===== config.mk =====
export PLATFORM = sky130hd
export DESIGN_NAME = ptx_ram
export DESIGN_NICKNAME = d
export VERILOG_FILES = /design/src/hw/rtl/ptx_ram.sv
export SDC_FILE = /design/constraint.sdc
export NUM_CORES = 1
export LEC_CHECK = 0
export BUFFER_PORTS_ARGS = -buffer_cell sky130_fd_sc_hd__buf_2
export CAP_MARGIN = 20
export CORE_ASPECT_RATIO = 0.75
export CORE_MARGIN = 8
export CORE_UTILIZATION = 60
export DETAILED_ROUTE_END_ITERATION = 12
export GPL_ROUTABILITY_DRIVEN = 0
export PLACE_DENSITY = 0.78
export SYNTH_ARGS = -nofsm -noshare
export SYNTH_HDL_FRONTEND = slang
export SYNTH_SLANG_ARGS = --single-unit

===== constraint.sdc =====
create_clock -name clk -period 2 [get_ports clk]
set_input_delay 0.2 -clock clk [delete_from_list [all_inputs] [get_ports clk]]
set_output_delay 0.2 -clock clk [all_outputs]
set_load 0.005 [all_outputs]

===== src/hw/rtl/ptx_ram.sv =====
// Generic simple dual-port RAM: one write port, one registered read port.
// No dependencies.
`timescale 1ns / 1ps

module ptx_ram #(
    parameter int WIDTH = 8,
    parameter int DEPTH = 16,
    localparam int AW = (DEPTH > 1) ? $clog2(DEPTH) : 1
) (
    input  logic                  clk,
    input  logic                  we,
    input  logic [AW-1:0]         waddr,
    input  logic [WIDTH-1:0]      wdata,
    input  logic [AW-1:0]         raddr,
    output logic [WIDTH-1:0]      rdata
);

    logic [WIDTH-1:0] mem [DEPTH];

    // Write port and registered read port.
    always_ff @(posedge clk)
    begin
        if (we)
        begin
            mem[waddr] <= wdata;
        end
        rdata <= mem[raddr];
    end

endmodule


# Word level (Yosys, flattened, before mapping)
# Memory sizes are Yosys's and may differ from the RTL's. A register that Yosys moved wholly into a read port is not among the register bits.
# Cells that the tools add are included.
dict set report classes {
  muxes 2
}
# op n
set ops {}
lappend ops {{$mux W1} 2}
dict set report word_totals {
  regBits 0
  ramBits 128
  input_bits 18
  n_memories 1
}
# name words width rd rd_ports_with_merged_regs wr line
set memory_table {}
lappend memory_table {mem 16 8 1 1 1 18} ;# logic [WIDTH-1:0] mem [DEPTH];

# Depth between registers and ports, before layout
dict set report depth {
  ltp_word 2
  depth_mapped 5
  mapped_depth_nobuf 3
}

# Least setup slack after synthesis
# OpenSTA, ideal clock, no wires.
dict set report synth_path {
  path_kind {input to register}
  from {in waddr[2]}
  to {mem mem[0][0] (enable)}
  arrival_ns 1.310
  setup_slack_ns 0.307
  stages 2
  cell_sequence {or3b_2 -> nor3_1}
}
# element line
set synth_lines {}
lappend synth_lines {{start: declaration} 12} ;# input logic [AW-1:0] waddr,
lappend synth_lines {{end: declaration} 18}
# Straight into the memory's write port.

==> impl_metrics.ini <==
[status]
status = completed

[critical_path]
worstPathRequired_ns = 2.28
crit_type = flop to flop
worst_ep_arrival_time_ns = 1.76
r2r_cells = 3
r2r_start = mem[5][2]
path_cells = mux4_1 > a22oi_1 > nand2_1
cp_max_fo = 1
slowest_stage = mux4_1
r2r_end = rdata[2]
worst_path_largest_cell_delay_ns = 0.57
r2r_slack_ns = 0.51
worst_setup_path_end_kind = flop
path_buf_inv = 0
critPathTopFamily = multiplexers
start_kind = flop

[pwr]
powerDensity_mw_per_mm2 = 1026
p_leak_nw = 2.075
ir_drop_mv = 0.8319

[floorplanning]
die_x_um = 123.0
die_h_um = 96.22
die_area_mm2 = 0.01183
rows = 29
io_pins = 26
coreArea_mm2 = 0.008382
initial_core_util_pct = 61.41

[min_path]
hp-class = primary input to flop
min-delay-start = wdata[5]
min_path_cells = 1
hold_end = mem[1][5]

[clock_tree]
ctsRootBufferMaster = clkbuf_16
cts_made_buffers = 17
cts.sinks = 136
ctsHoldBuffers = 0
cts_resized = 0
tritoncts = yes
h-tree-depth = 4
clk_path_buf_depth = 2
clk_pin_slew_ns = 0.06
clkLatencyLatePin_ns = 0.41
cts_setup_buffers = 0

[final_layout]
syn2layout_area_growth_pct = 17.09
final_nets = 303
seq_area_mm2 = 0.004004
multi_input_area_mm2 = 0.001057
fillers = 490
antenna_cells = 0
drive_gt1_share_pct = 29.87
design_area_mm2 = 0.006027

[detailed_routing]
via_per_inst = 5.970
drt.antenna.violating_nets = 0
first_pass_iters = 4
finalWirelength_um = 9438
drc = 0
avgRoutedWirePerCell_um = 23.25
vias = 2424
drtIter0Drc = 210

[synthesis]
synth-seq-cells = 136
synth_edf_count = 128
yosysUniqueCellTypes = 19
synthCells = 229
synthSimpleGateAreaFrac_pct = 3.184
synth.top_cells.by_area = edfxtp_1, mux4_2, mux4_1, dfxtp_1, a22oi_1
yosysWarningCount = 0
synth_adder_area_share_pct = 0
post-synth-top-count-cell = edfxtp_1
ys_async_sr_fraction_pct = 0
synthesis.nets = 247
synth_area_mm2 = 0.005147
synth_top_family_by_area = multiplexers
syn-mean-instance-area_um2 = 22.48
synth.largest_area_cell = edfxtp_1
synth_compound_area_share_pct = 2.333
synth_xor_area_share_pct = 0
synth_top_area_share_pct = 74.67
synth_flop_cell = edfxtp_1
netlist_top_cells_count = edfxtp_1, mux4_2, a22oi_1
ys_seq_area_share_pct = 77.78
synthMuxAreaShare_pct = 15.02

[timing]
hold_violations = 0
fmax_mhz = 673.1
fin_tns_setup_ns = 0
slew_headroom_pct = 55.05
period_minus_slack_ns = 1.486
tightest_slew_ns = 0.6717
post-route-period-util_pct = 74.29
finClkSkew_ns = 0.01177
finalSetupViolations = 0
rsz0062_at_grt = false
slew_viol_final = 0

[grt]
grt_pass1_vias = 2526
grt_pass1_wl_um = 14530
grt_usage_pct = 17.78
overflow = 0
grt_max_degree = 33
antenna_found_initial = 0

[placement]
dp_hpwl_um = 5924
post_dp_cell_area_mm2 = 0.005512
io_buffers = 25

[run]
maxCapViolCount = 0
## flip-flops by register name, indices dropped and copies added (netlist names)
register,cells
mem,128
rdata,8
## logic make-up after synthesis
family                 Yosys count
AO/OA/AOI/OAI                   16
buffers and inverters           10
flip-flops                     136
multiplexers                    32
AND/OR/NAND/NOR                 35
## worst reg2reg max path, delay by kind of cell, from the launching register on
kind / cells / cell delay (ns)
AND/OR/NAND/NOR: 1 / 0.10
multiplexers: 1 / 0.58
flip-flops: 1 / 0.37
AO/OA/AOI/OAI: 1 / 0.32
## per-layer routing
layer / vias to the layer above / share of wire [%] / track usage, %
met2: 92 / 46 / 26.68
met1: 1234 / 45 / 23.18
met3: 9 / 8.1 / 6.800
met5: - / 0 / 0
met4: 0 / 1.2 / 7.179
li1: 1089 / - / -
## through the flow
stage	hold WS [ns]	instances	total power, mW	utilization (%)	worst slack, ns
after floorplan	0.2989	229	3.422	-	0.3071
after global placement	0.5719	374	3.548	65.76	0.3043
after detailed placement	0.5784	374	3.561	65.76	0.2427
after CTS	0.1573	406	6.224	71.91	0.5477
after global routing	0.1693	406	6.365	71.91	0.4606
final	0.1691	406	6.185	71.91	0.5142
## placed cells by master (no fill, tap or decap)
cell type  instances
clkbuf_1           7
buf_4             20
edfxtp_1         128
mux4_1            14
buf_2             25
nor3_1             4
clkbuf_8           3
nor2b_1            1
and2b_1            1
mux4_2            18
clkinv_2           3
nand3b_1           2
a22oi_1           16
nand2b_1           2
clkinv_1           2
buf_12             2
or3b_2             1
dfxtp_1            8
nand2_1            9
and2_1             1
nand3_1            1
clkbuf_16         17
nor2_1            13
## area by class of cell
type | count | share of cell area [%]
sequential | 136 | 66.43
multi-input combinational | 83 | 17.54
clock buffer | 27 | 8.179
timing repair buffer | 47 | 5.231
tap | 108 | 2.242
clock inverter | 5 | 0.3737
## worst max path at each step
stage	cells past startpoint	start	slack (ns)	endpoint
CTS	3	mem[5][2]	0.55	rdata[2]
floorplan	2	waddr[2]	0.31	mem[0][0]
global route	3	mem[5][2]	0.46	rdata[2]
global placement	5	raddr[0]	0.30	rdata[2]
detailed placement	5	raddr[0]	0.24	rdata[2]
finish	3	mem[5][2]	0.51	rdata[2]
## power by group
group / switching (mW) / total [mW] / leakage (nW) / internal (mW)
sequential: 0.0165 / 3.21 / 1.22 / 3.19
combinational: 0.168 / 0.297 / 0.597 / 0.129
clock: 1.02 / 2.68 / 0.254 / 1.67
No activity file was read; power rests on OpenSTA's default activity.
