===== src/hw/rtl/ptx_pkg.sv =====
// Shared types and codes for the persistent trie range max-XOR block.
// No dependencies; ptx_step, the top level and ptx_chk import this package.
`timescale 1ns / 1ps

package ptx_pkg;

    // Fixed field widths of the request and response beats.
    localparam int VALUE_W  = 24;
    localparam int RANGE_W  = 10;
    localparam int STATUS_W = 2;

    // Request operation codes.
    localparam logic OP_APPEND = 1'b0;
    localparam logic OP_QUERY  = 1'b1;

    // Response status codes.
    localparam logic [STATUS_W-1:0] ST_OK    = 2'd0;
    localparam logic [STATUS_W-1:0] ST_RANGE = 2'd1;
    localparam logic [STATUS_W-1:0] ST_FULL  = 2'd2;

    // One request beat.
    typedef struct packed {
        logic               op;
        logic [VALUE_W-1:0] value;
        logic [RANGE_W-1:0] range_low;
        logic [RANGE_W-1:0] range_high;
    } ptx_req_t;

    // One response beat.
    typedef struct packed {
        logic [VALUE_W-1:0]  max_xor;
        logic [STATUS_W-1:0] status;
    } ptx_rsp_t;

    // Control for one pass of the shared level unit.
    typedef struct packed {
        logic query;
        logic key_bit;
    } ptx_step_ctl_t;

endpackage


===== src/hw/rtl/ptx_step.sv =====
// Shared per-level unit of the trie walk: decodes a node word, picks the
// next node and forms the path-copied node word. Depends on ptx_pkg.
`timescale 1ns / 1ps

module ptx_step
    import ptx_pkg::*;
#(
    parameter int NW       = 15,
    parameter int VERW     = 10,
    parameter int KEY_BITS = 24
) (
    input  logic [NW-1:0]          node_addr,
    input  logic [2*(NW+VERW)-1:0] node_word,
    input  ptx_step_ctl_t          ctl,
    input  logic [VERW-1:0]        lim,
    input  logic [VERW-1:0]        ver,
    input  logic [NW-1:0]          fresh,
    output logic [NW-1:0]          next_addr,
    output logic [2*(NW+VERW)-1:0] wr_word,
    output logic                   take
);

    localparam logic [NW-1:0] LEAF0 = NW'(KEY_BITS + 1);

    logic [NW-1:0]   c0;
    logic [NW-1:0]   c1;
    logic [VERW-1:0] s0;
    logic [VERW-1:0] s1;
    logic [NW-1:0]   nx;
    logic [VERW-1:0] nx_stamp;

    // Node 0 and the version 0 chain are never stored; they are decoded
    // from the address. Version 0 always descends through child 0.
    always_comb
    begin
        if (node_addr <= LEAF0)
        begin
            c1 = '0;
            s1 = '0;
            s0 = '0;
            if (node_addr != '0 && node_addr != LEAF0)
            begin
                c0 = node_addr + NW'(1);
            end
            else
            begin
                c0 = '0;
            end
        end
        else
        begin
            s0 = node_word[VERW-1:0];
            c0 = node_word[NW+VERW-1:VERW];
            s1 = node_word[NW+2*VERW-1:NW+VERW];
            c1 = node_word[2*(NW+VERW)-1:NW+2*VERW];
        end
    end

    // Greedy choice for a query, plain descent along the key for a build.
    always_comb
    begin
        nx       = ctl.key_bit ? c0 : c1;
        nx_stamp = ctl.key_bit ? s0 : s1;
        take     = ctl.query && (nx != '0) && (nx_stamp >= lim);
        if (take)
        begin
            next_addr = nx;
        end
        else
        begin
            next_addr = ctl.key_bit ? c1 : c0;
        end
    end

    // New node: the key side points at the next fresh node, the other side
    // is copied from the previous version.
    always_comb
    begin
        if (ctl.key_bit)
        begin
            wr_word = {fresh, ver, c0, s0};
        end
        else
        begin
            wr_word = {c1, s1, fresh, ver};
        end
    end

endmodule


===== config.mk =====
export PLATFORM = sky130hd
export DESIGN_NAME = ptx_step
export DESIGN_NICKNAME = d
export VERILOG_FILES = /design/src/hw/rtl/ptx_pkg.sv /design/src/hw/rtl/ptx_step.sv
export SDC_FILE = /design/constraint.sdc
export NUM_CORES = 1
export LEC_CHECK = 0
export BUFFER_PORTS_ARGS = -buffer_cell sky130_fd_sc_hd__buf_2
export CORE_AREA = 2 2 78 65
export DETAILED_ROUTE_END_ITERATION = 8
export DIE_AREA = 0 0 80 67
export PLACE_DENSITY_LB_ADDON = 0.05
export SLEW_MARGIN = 20
export SYNTH_ARGS = -nofsm -noshare
export SYNTH_HDL_FRONTEND = slang
export SYNTH_SLANG_ARGS = --single-unit

===== constraint.sdc =====
create_clock -name vclk -period 5.2
set_clock_uncertainty 0.05 [all_clocks]
set_input_delay 0.78 -clock vclk [all_inputs]
set_output_delay 0.78 -clock vclk [all_outputs]
set_load 0.02 [all_outputs]

* Yosys cells after proc, flatten, opt, wreduce, memory -nomap -nowiden *
Index checks and enable logic that the tools add are counted.

operators by class
  $add $sub $neg = 1
  $lt $le $gt $ge = 2
  eq/ne operators = 1
  mux-type cells = 10
  reduce and logical (&&, ||, !) cells = 5

operators by type and width
  operator                                                number
  2-to-1 mux 15 bit                                       6
  2-to-1 mux 50 bit                                       1
  2-to-1 mux 10 bit                                       3
  nonzero test 15 bit                                     2
  adder 15 x 1 -> 15 bit, second input constant           1
  <= comparator 15 x 5 -> 1 bit, second input constant    1
  inequality test 15 x 5 -> 1 bit, second input constant  1
  >= comparator 10 bit                                    1
  logical AND 1 bit                                       3

storage, ports and cells
  register bits after elaboration = 0
  bits of input ports = 102
  output and inout port bits = 66

* Longest topological paths before layout *
Gate-level depths: netlist (run 1).

  depth after elaboration = 9
  depth in mapped cells = 17

* Least setup slack after synthesis (run 1) *
No wires, ideal clock.

  path kind = input to output
  from = input node_addr[1]
  to = output next_addr[0]
  arrival = 4.069 ns
  setup slack = 0.301 ns
  stages on the path = 15
  cells stage by stage = inv_1 ha_1 o21ba_2 o211ai_2 and2b_1 clkbuf_1 buf_2 a21oi_1 ha_1 nand4_1 o311a_1 nor4_1 a211oi_4 buf_6 o21ai_0

between the ends
  longest elaborated chain between the ends = 9

ends and longest elaborated chain
  item                                                                                   RTL line        text
  start, declared                                                                        ptx_step.sv:12  input logic [NW-1:0] node_addr,
  parallel branches: the longest is 8 deep, another holds <= comparator 15 x 5 -> 1 bit  n/a
  2-to-1 mux 15 bit *                                                                    ptx_step.sv:65  if (take)
  end, declared                                                                          ptx_step.sv:18  output logic [NW-1:0] next_addr,

Mark *: on every way between the ends.

* Worst setup path in the final report (run 1) *
  from = input node_addr[1]
  to = output next_addr[4]

Same word-level chain as after synthesis.

==> results of run 1 <==
-- area by class of cell --
type | count | share of cell area, %
Multi-Input combinational cell | 264 | 59.4
Timing Repair Buffer | 176 | 35.8
Inverter | 13 | 1.91
Tap cell | 60 | 2.94
-- cell usage in the layout, fill, tap and decap left out, types with 2 or more instances in the layout --
cell	synthesis	routed
sky130_fd_sc_hd__and2_1	2	2
sky130_fd_sc_hd__buf_2	4	168
sky130_fd_sc_hd__inv_1	12	12
sky130_fd_sc_hd__nor4_1	9	9
sky130_fd_sc_hd__o21ai_1	8	8
sky130_fd_sc_hd__a21oi_1	12	12
sky130_fd_sc_hd__nor2_1	13	13
sky130_fd_sc_hd__nand2b_1	2	2
sky130_fd_sc_hd__a31oi_1	3	3
sky130_fd_sc_hd__a211o_1	2	2
sky130_fd_sc_hd__o21ai_2	4	4
sky130_fd_sc_hd__nor3_1	2	2
sky130_fd_sc_hd__o21ai_0	42	42
sky130_fd_sc_hd__buf_4	1	7
sky130_fd_sc_hd__a21o_1	7	7
sky130_fd_sc_hd__nand3_1	17	17
sky130_fd_sc_hd__nand2_1	88	88
sky130_fd_sc_hd__o2bb2ai_1	11	11
sky130_fd_sc_hd__a211oi_1	4	3
sky130_fd_sc_hd__or3_1	2	2
sky130_fd_sc_hd__ha_1	13	13
-- kinds of logic after synthesis --
kind of cell,after synthesis,synth area share (%)
and+or+nand+nor,143,37.8
AOI/OAI and AO/OA,106,41.2
buffers and inverters,37,10.2
adders and majority gates,13,9.67
xor gates and xnor gates,1,0.521
muxes,1,0.669
-- timing repair --
item                                    CTS  global route
resized for setup                         0             1
hold buffers                              0             0
endpoints found under the setup margin    0            12
endpoints found under the hold margin     0             0
-- power groups by stage --
stage          sequential [mW]  clock (mW)  combinational (mW)
2_1_floorplan                0           0               0.168
3_3_place_gp                 0           0               0.276
3_5_place_dp                 0           0               0.277
4_1_cts                      0           0               0.278
5_1_grt                      0           0               0.305
6_report                     0           0               0.278
-- metrics by stage --
| step | instances | cell area (um2) | utilization [%] | total power, mW |
|---|---|---|---|---|
| finish | 513 | 2550 | 56.6 | 0.278 |
| global route | 513 | 2550 | 56.6 | 0.305 |
| global placement | 513 | 2550 | 56.5 | 0.276 |
| detailed placement | 513 | 2550 | 56.5 | 0.277 |
| CTS | 513 | 2550 | 56.5 | 0.278 |
| floorplan | 301 | 1680 | - | 0.168 |
-- worst min-delay path, cell delays in order --
cell and delay [ns]:
sky130_fd_sc_hd__buf_2 0.09, sky130_fd_sc_hd__o2bb2ai_1 0.09, sky130_fd_sc_hd__buf_2 0.15
-- routing by layer --
metal | up-vias | track usage (%)
met3 | 4 | 0.949
met1 | 1155 | 29.2
met2 | 97 | 39.8
met5 | - | 0
met4 | 0 | 1.27
li1 | 1381 | -
-- worst max-delay path by stage --
stage / end / slack [ns] / cells after the start
finish: next_addr[4] / 0.29 / 18
global route: next_addr[4] / 0.006 / 17
CTS: next_addr[4] / 0.22 / 19
detailed placement: next_addr[4] / 0.22 / 19
global placement: next_addr[4] / 0.30 / 19
floorplan: next_addr[0] / 0.30 / 15
==> insert_results.sql, run 1 <==
INSERT INTO impl_metrics (metric_group, metric, value, unit) VALUES
('sta', 'finalHoldViolCount', '0', ''),
('synth', 'synth_area', '1680', 'um2'),
('synth', 'synth_fp_nets', '416', ''),
('route', 'm1WireLength', '2.88', 'mm'),
('setup_path', 'worstPathCellList', 'buf_2, inv_1, ha_1, o21ba_2, o211ai_2, and2b_1, buf_4, a21o_1, ha_1, nand2b_1, a211oi_2, o311a_1, o31a_1, a211oi_4, buf_12, nand3_1, o211ai_1, buf_2', ''),
('route', 'first_pass_iters', '4', ''),
('placed_design', 'io_buffers', '168', ''),
('worst_hold_path', 'holdCritStartpoint', 'ver[1]', ''),
('layout', 'num_antenna_cells', '0', ''),
('clock_tree', 'cts_setup_buffers', '0', ''),
('run_status', 'status', 'finished, final reports clean', ''),
('worst_hold_path', 'hold-path-endpoint', 'wr_word[1]', ''),
('synth', 'synthesis.yosys.warnings', '0', ''),
('setup_path', 'crit_path_end_kind', 'primary output', ''),
('placed_design', 'dp.final_hpwl', '5.44', 'mm'),
('grt', 'grt_start_max_net_pins', '47', ''),
('layout', 'syn_to_final_growth', '51.7', '%'),
('synth', 'post-synth-top-count-cell', 'sky130_fd_sc_hd__nand2_1', ''),
('grt', 'leftover_overflow_at_the_end_of_global_routing', '0', ''),
('route', 'topRoutingLayerUsed', 'met4', ''),
('synth', 'synth-seq-area-share', '0', '%'),
('layout', 'net_count_of_the_finished_layout', '570', ''),
('power_and_ir_drop', 'static_power_due_to_leakage', '1.45', 'nW'),
('route', 'drt-initial-drc-count', '115', ''),
('power_and_ir_drop', 'power.sequential.fraction', '0', '%'),
('setup_path', 'timing.critical_path.from_type', 'input pin', ''),
('synth', 'synthesis.instances', '301', ''),
('sta', 'worst_hold_slack', '1.85', 'ns'),
('setup_path', 'critical_path.n_buffers_inverters', '5', ''),
('synth', 'area_fraction_of_the_dominant_cell_type_after_synthesis', '19.6', '%'),
('die', 'initial_standard_cell_utilization_of_the_core', '37.3', '%'),
('power_and_ir_drop', 'clock_network_fraction_of_design_power', '0', '%'),
('die', 'floorplan.die.width', '80', 'um'),
('placed_design', 'post-place-ws', '0.224', 'ns'),
('synth', 'syn_area_per_cell', '5.59', 'um2'),
('grt', 'grt_first_pass_wirelength', '9.65', 'mm'),
('placed_design', 'placer_congestion', '0.831', ''),
('route', 'drt_wl_total', '6.55', 'mm'),
('die', 'placementRows', '22', ''),
('synth', 'yosys-top-cells-count', 'sky130_fd_sc_hd__nand2_1, sky130_fd_sc_hd__o21ai_0, sky130_fd_sc_hd__nand3_1, sky130_fd_sc_hd__clkbuf_1', ''),
('die', 'core_region_area', '4510', 'um2'),
('power_and_ir_drop', 'power.internal', '0.111', 'mW'),
('route', 'detailroute.wirelength.met2', '3.21', 'mm'),
('sta', 'grt_setup_unrepaired', 'false', ''),
('grt', 'track_usage', '21.6', '%'),
('power_and_ir_drop', 'net-switching-power', '0.167', 'mW'),
('layout', 'fillCellCount', '480', ''),
('grt', 'number_of_global_route_vias_before_repair', '2127', ''),
('die', 'num_io_pins', '168', ''),
('setup_path', 'critical_path.max_stage_delay', '0.37', 'ns'),
('layout', 'layout.sequential_cells', '0', ''),
('route', 'route.detailed.vias_per_inst', '5.14', ''),
('synth', 'synth_cell_types', '49', ''),
('layout', 'layout.clock_buffers', '0', ''),
('power_and_ir_drop', 'cellPowerDensity', '109', 'nW/um2'),
('layout', 'drive_above_1_share', '41.7', '%'),
('sta', 'layout_worst_path_cycle_share', '94.4', '%'),
('sta', 'tightest_slew', '0.447', 'ns'),
('grt', 'antenna_found_initial', '0', ''),
('sta', 'post-route-min-period', '4.91', 'ns'),
('setup_path', 'worst_setup_path_startpoint', 'node_addr[1]', ''),
('setup_path', 'timing.critical_path.max_delay_family', 'compound AO/OA/AOI/OAI gates', ''),
('route', 'post-route-drc-count', '0', ''),
('route', 'wire_per_inst', '12.8', 'um'),
('die', 'die_area', '5360', 'um2'),
('setup_path', 'type_of_the_worst_setup_path', 'input pin to primary output', ''),
('worst_hold_path', 'hold_path_class', 'input pin to primary output', ''),
('setup_path', 'data_arrival_time_of_the_critical_path', '4.08', 'ns'),
('power_and_ir_drop', 'combPwrFrac', '100.0', '%'),
('sta', 'accumulated_negative_setup_slack', '0', 'ns'),
('layout', 'layout.area.seq', '0', 'um2');
(Power assumes the default switching activity.)
==> run 2, diff against run 1 <==
PLACE_DENSITY = 0.83   (was unset)
PLACE_DENSITY_LB_ADDON = unset   (was 0.05)
==> run 2 against run 1 <==
Effect of this change:
- global-route usage grew 1.1 points
- setup slack gained 0.0035 ns
- sequential share of layout area is the same
- cell area is the same
- utilization is the same
- count of clock-buffer cells in the layout is the same
- die area is the same
- total power grew 0.62%
- critical path type unchanged
==> insert_results.sql, run 2 (synthesis gave the netlist of run 1 again) <==
INSERT INTO impl_metrics (metric_group, metric, value, unit) VALUES
('layout', 'syn_to_final_growth', '51.7', '%'),
('sta', 'grt_setup_unrepaired', 'false', ''),
('sta', 'worst_hold_slack', '1.85', 'ns'),
('layout', 'most-common-layout-cells', 'sky130_fd_sc_hd__buf_2, sky130_fd_sc_hd__nand2_1, sky130_fd_sc_hd__o21ai_0, sky130_fd_sc_hd__nand3_1', ''),
('setup_path', 'type_of_the_worst_setup_path', 'input pin to primary output', ''),
('die', 'die_area', '5360', 'um2'),
('grt', 'leftover_overflow_at_the_end_of_global_routing', '0', ''),
('route', 'drt-initial-drc-count', '135', ''),
('sta', 'post-route-min-period', '4.90', 'ns'),
('grt', 'grt_start_max_net_pins', '47', ''),
('sta', 'finalHoldViolCount', '0', ''),
('sta', 'maxSlewHeadroom', '70.6', '%'),
('sta', 'final_count_of_negative_setup_slack_endpoints', '0', ''),
('setup_path', 'crit_path_end_kind', 'primary output', ''),
('sta', 'timing_max_transition_violations_final', '0', ''),
('layout', 'layout.area.seq', '0', 'um2'),
('grt', 'track_usage', '22.7', '%'),
('grt', 'grt.busiest_layer', 'met2', ''),
('power_and_ir_drop', 'vdd.ir_drop.worst', '0.0000455', 'V'),
('layout', 'fillCellCount', '469', ''),
('setup_path', 'critical_path_required', '4.37', 'ns'),
('setup_path', 'data_arrival_time_of_the_critical_path', '4.07', 'ns'),
('grt', 'grtUsageMet1', '29.8', '%'),
('placed_design', 'placer_congestion', '0.886', ''),
('clock_tree', 'ctsHoldBuffers', '0', ''),
('route', 'first_pass_iters', '5', ''),
('route', 'wire_per_inst', '13.3', 'um'),
('run_status', 'status', 'finished, final reports clean', ''),
('grt', 'grt_first_pass_wirelength', '10.2', 'mm'),
('layout', 'num_antenna_cells', '0', ''),
('die', 'die-height', '67', 'um'),
('route', 'post-route-drc-count', '0', ''),
('route', 'drt_wl_total', '6.79', 'mm'),
('route', 'final_ant_viol_nets', '0', ''),
('layout', 'layout.sequential_cells', '0', ''),
('sta', 'layout_worst_path_cycle_share', '94.3', '%'),
('grt', 'grt_use_met2', '42.0', '%'),
('layout', 'net_count_of_the_finished_layout', '569', ''),
('die', 'num_io_pins', '168', ''),
('placed_design', 'dp.final_hpwl', '5.61', 'mm'),
('sta', 'accumulated_negative_setup_slack', '0', 'ns'),
('grt', 'number_of_global_route_vias_before_repair', '2317', ''),
('power_and_ir_drop', 'cellPowerDensity', '110', 'nW/um2'),
('route', 'vias', '2776', ''),
('placed_design', 'io_buffers', '168', ''),
('die', 'initial_standard_cell_utilization_of_the_core', '37.3', '%'),
('layout', 'most_common_library_cell_in_the_layout_ignoring_fill_and_taps', 'sky130_fd_sc_hd__buf_2', ''),
('die', 'placementRows', '22', ''),
('setup_path', 'largest_driver_fanout_on_the_critical_path', '27', ''),
('route', 'route.detailed.vias_per_inst', '5.42', ''),
('grt', 'grt.met3_usage', '1.36', '%'),
('die', 'core_region_area', '4510', 'um2'),
('layout', 'drive_above_1_share', '42.0', '%'),
('sta', 'fmaxAchievable', '0.204', 'GHz'),
('power_and_ir_drop', 'static_power_due_to_leakage', '1.44', 'nW'),
('layout', 'layout.clock_buffers', '0', ''),
('setup_path', 'timing.critical_path.from_type', 'input pin', ''),
('grt', 'antenna_found_initial', '0', ''),
('worst_hold_path', 'hold_path_class', 'input pin to primary output', ''),
('sta', 'tightest_slew', '0.440', 'ns'),
('flow_run', 'max_cap_violations', '0', ''),
('layout', 'post-route-util', '56.6', '%'),
('die', 'floorplan.die.width', '80', 'um');
-- run 2: final cells by class --
type | instances | area [um2] | area share, %
inverters | 13 | 48.8 | 1.91
multi-input cells | 264 | 1520 | 59.7
well taps | 60 | 75.1 | 2.94
repair buffers | 175 | 906 | 35.5
-- run 2: repair_timing --
action	CTS	global route
cloned	0	0
setup endpoints to repair	3	15
setup buffers	0	1
pin swaps	0	1
resized for setup	1	3
-- run 2: worst paths after layout --
path	cells past startpoint	to	slack [ns]	startpoint
hold / removal	3	wr_word[4]	1.85	ver[4]
setup / recovery	17	next_addr[8]	0.30	node_addr[1]
-- run 2: worst max-delay path: stages --
cell and delay [ns]:
sky130_fd_sc_hd__buf_2 0.13, sky130_fd_sc_hd__inv_1 0.08, sky130_fd_sc_hd__ha_1 0.20, sky130_fd_sc_hd__o21ba_2 0.18, sky130_fd_sc_hd__o211ai_2 0.23, sky130_fd_sc_hd__and2b_4 0.22, sky130_fd_sc_hd__buf_4 0.17, sky130_fd_sc_hd__a21oi_1 0.07
sky130_fd_sc_hd__ha_1 0.32, sky130_fd_sc_hd__nand4_1 0.10, sky130_fd_sc_hd__o311a_1 0.40, sky130_fd_sc_hd__o31a_1 0.38, sky130_fd_sc_hd__a211oi_4 0.21, sky130_fd_sc_hd__buf_12 0.20, sky130_fd_sc_hd__nand3_1 0.09, sky130_fd_sc_hd__o21ai_1 0.11
sky130_fd_sc_hd__buf_2 0.18
-- run 2: stage by stage --
stage,power [mW],cell area (um2),instances,setup slack (ns)
global placement,0.273,2530,511,0.217
global route,0.305,2550,512,0.0673
floorplan,0.168,1680,301,0.301
finish,0.280,2550,512,0.297
detailed placement,0.277,2530,511,-0.0487
CTS,0.279,2540,511,0.117
-- run 2: power breakdown --
group	internal, mW	total, mW	switching [mW]
clock network	0	0	0
registers	0	0	0
logic	0.110	0.280	0.170
total	0.110	0.280	0.170
-- run 2: routing by layer --
layer | up-vias | wire length [um]
li1 | 1382 | -
met3 | 2 | 542
met5 | - | 0
met2 | 154 | 3330
met4 | 0 | 14
met1 | 1238 | 2900
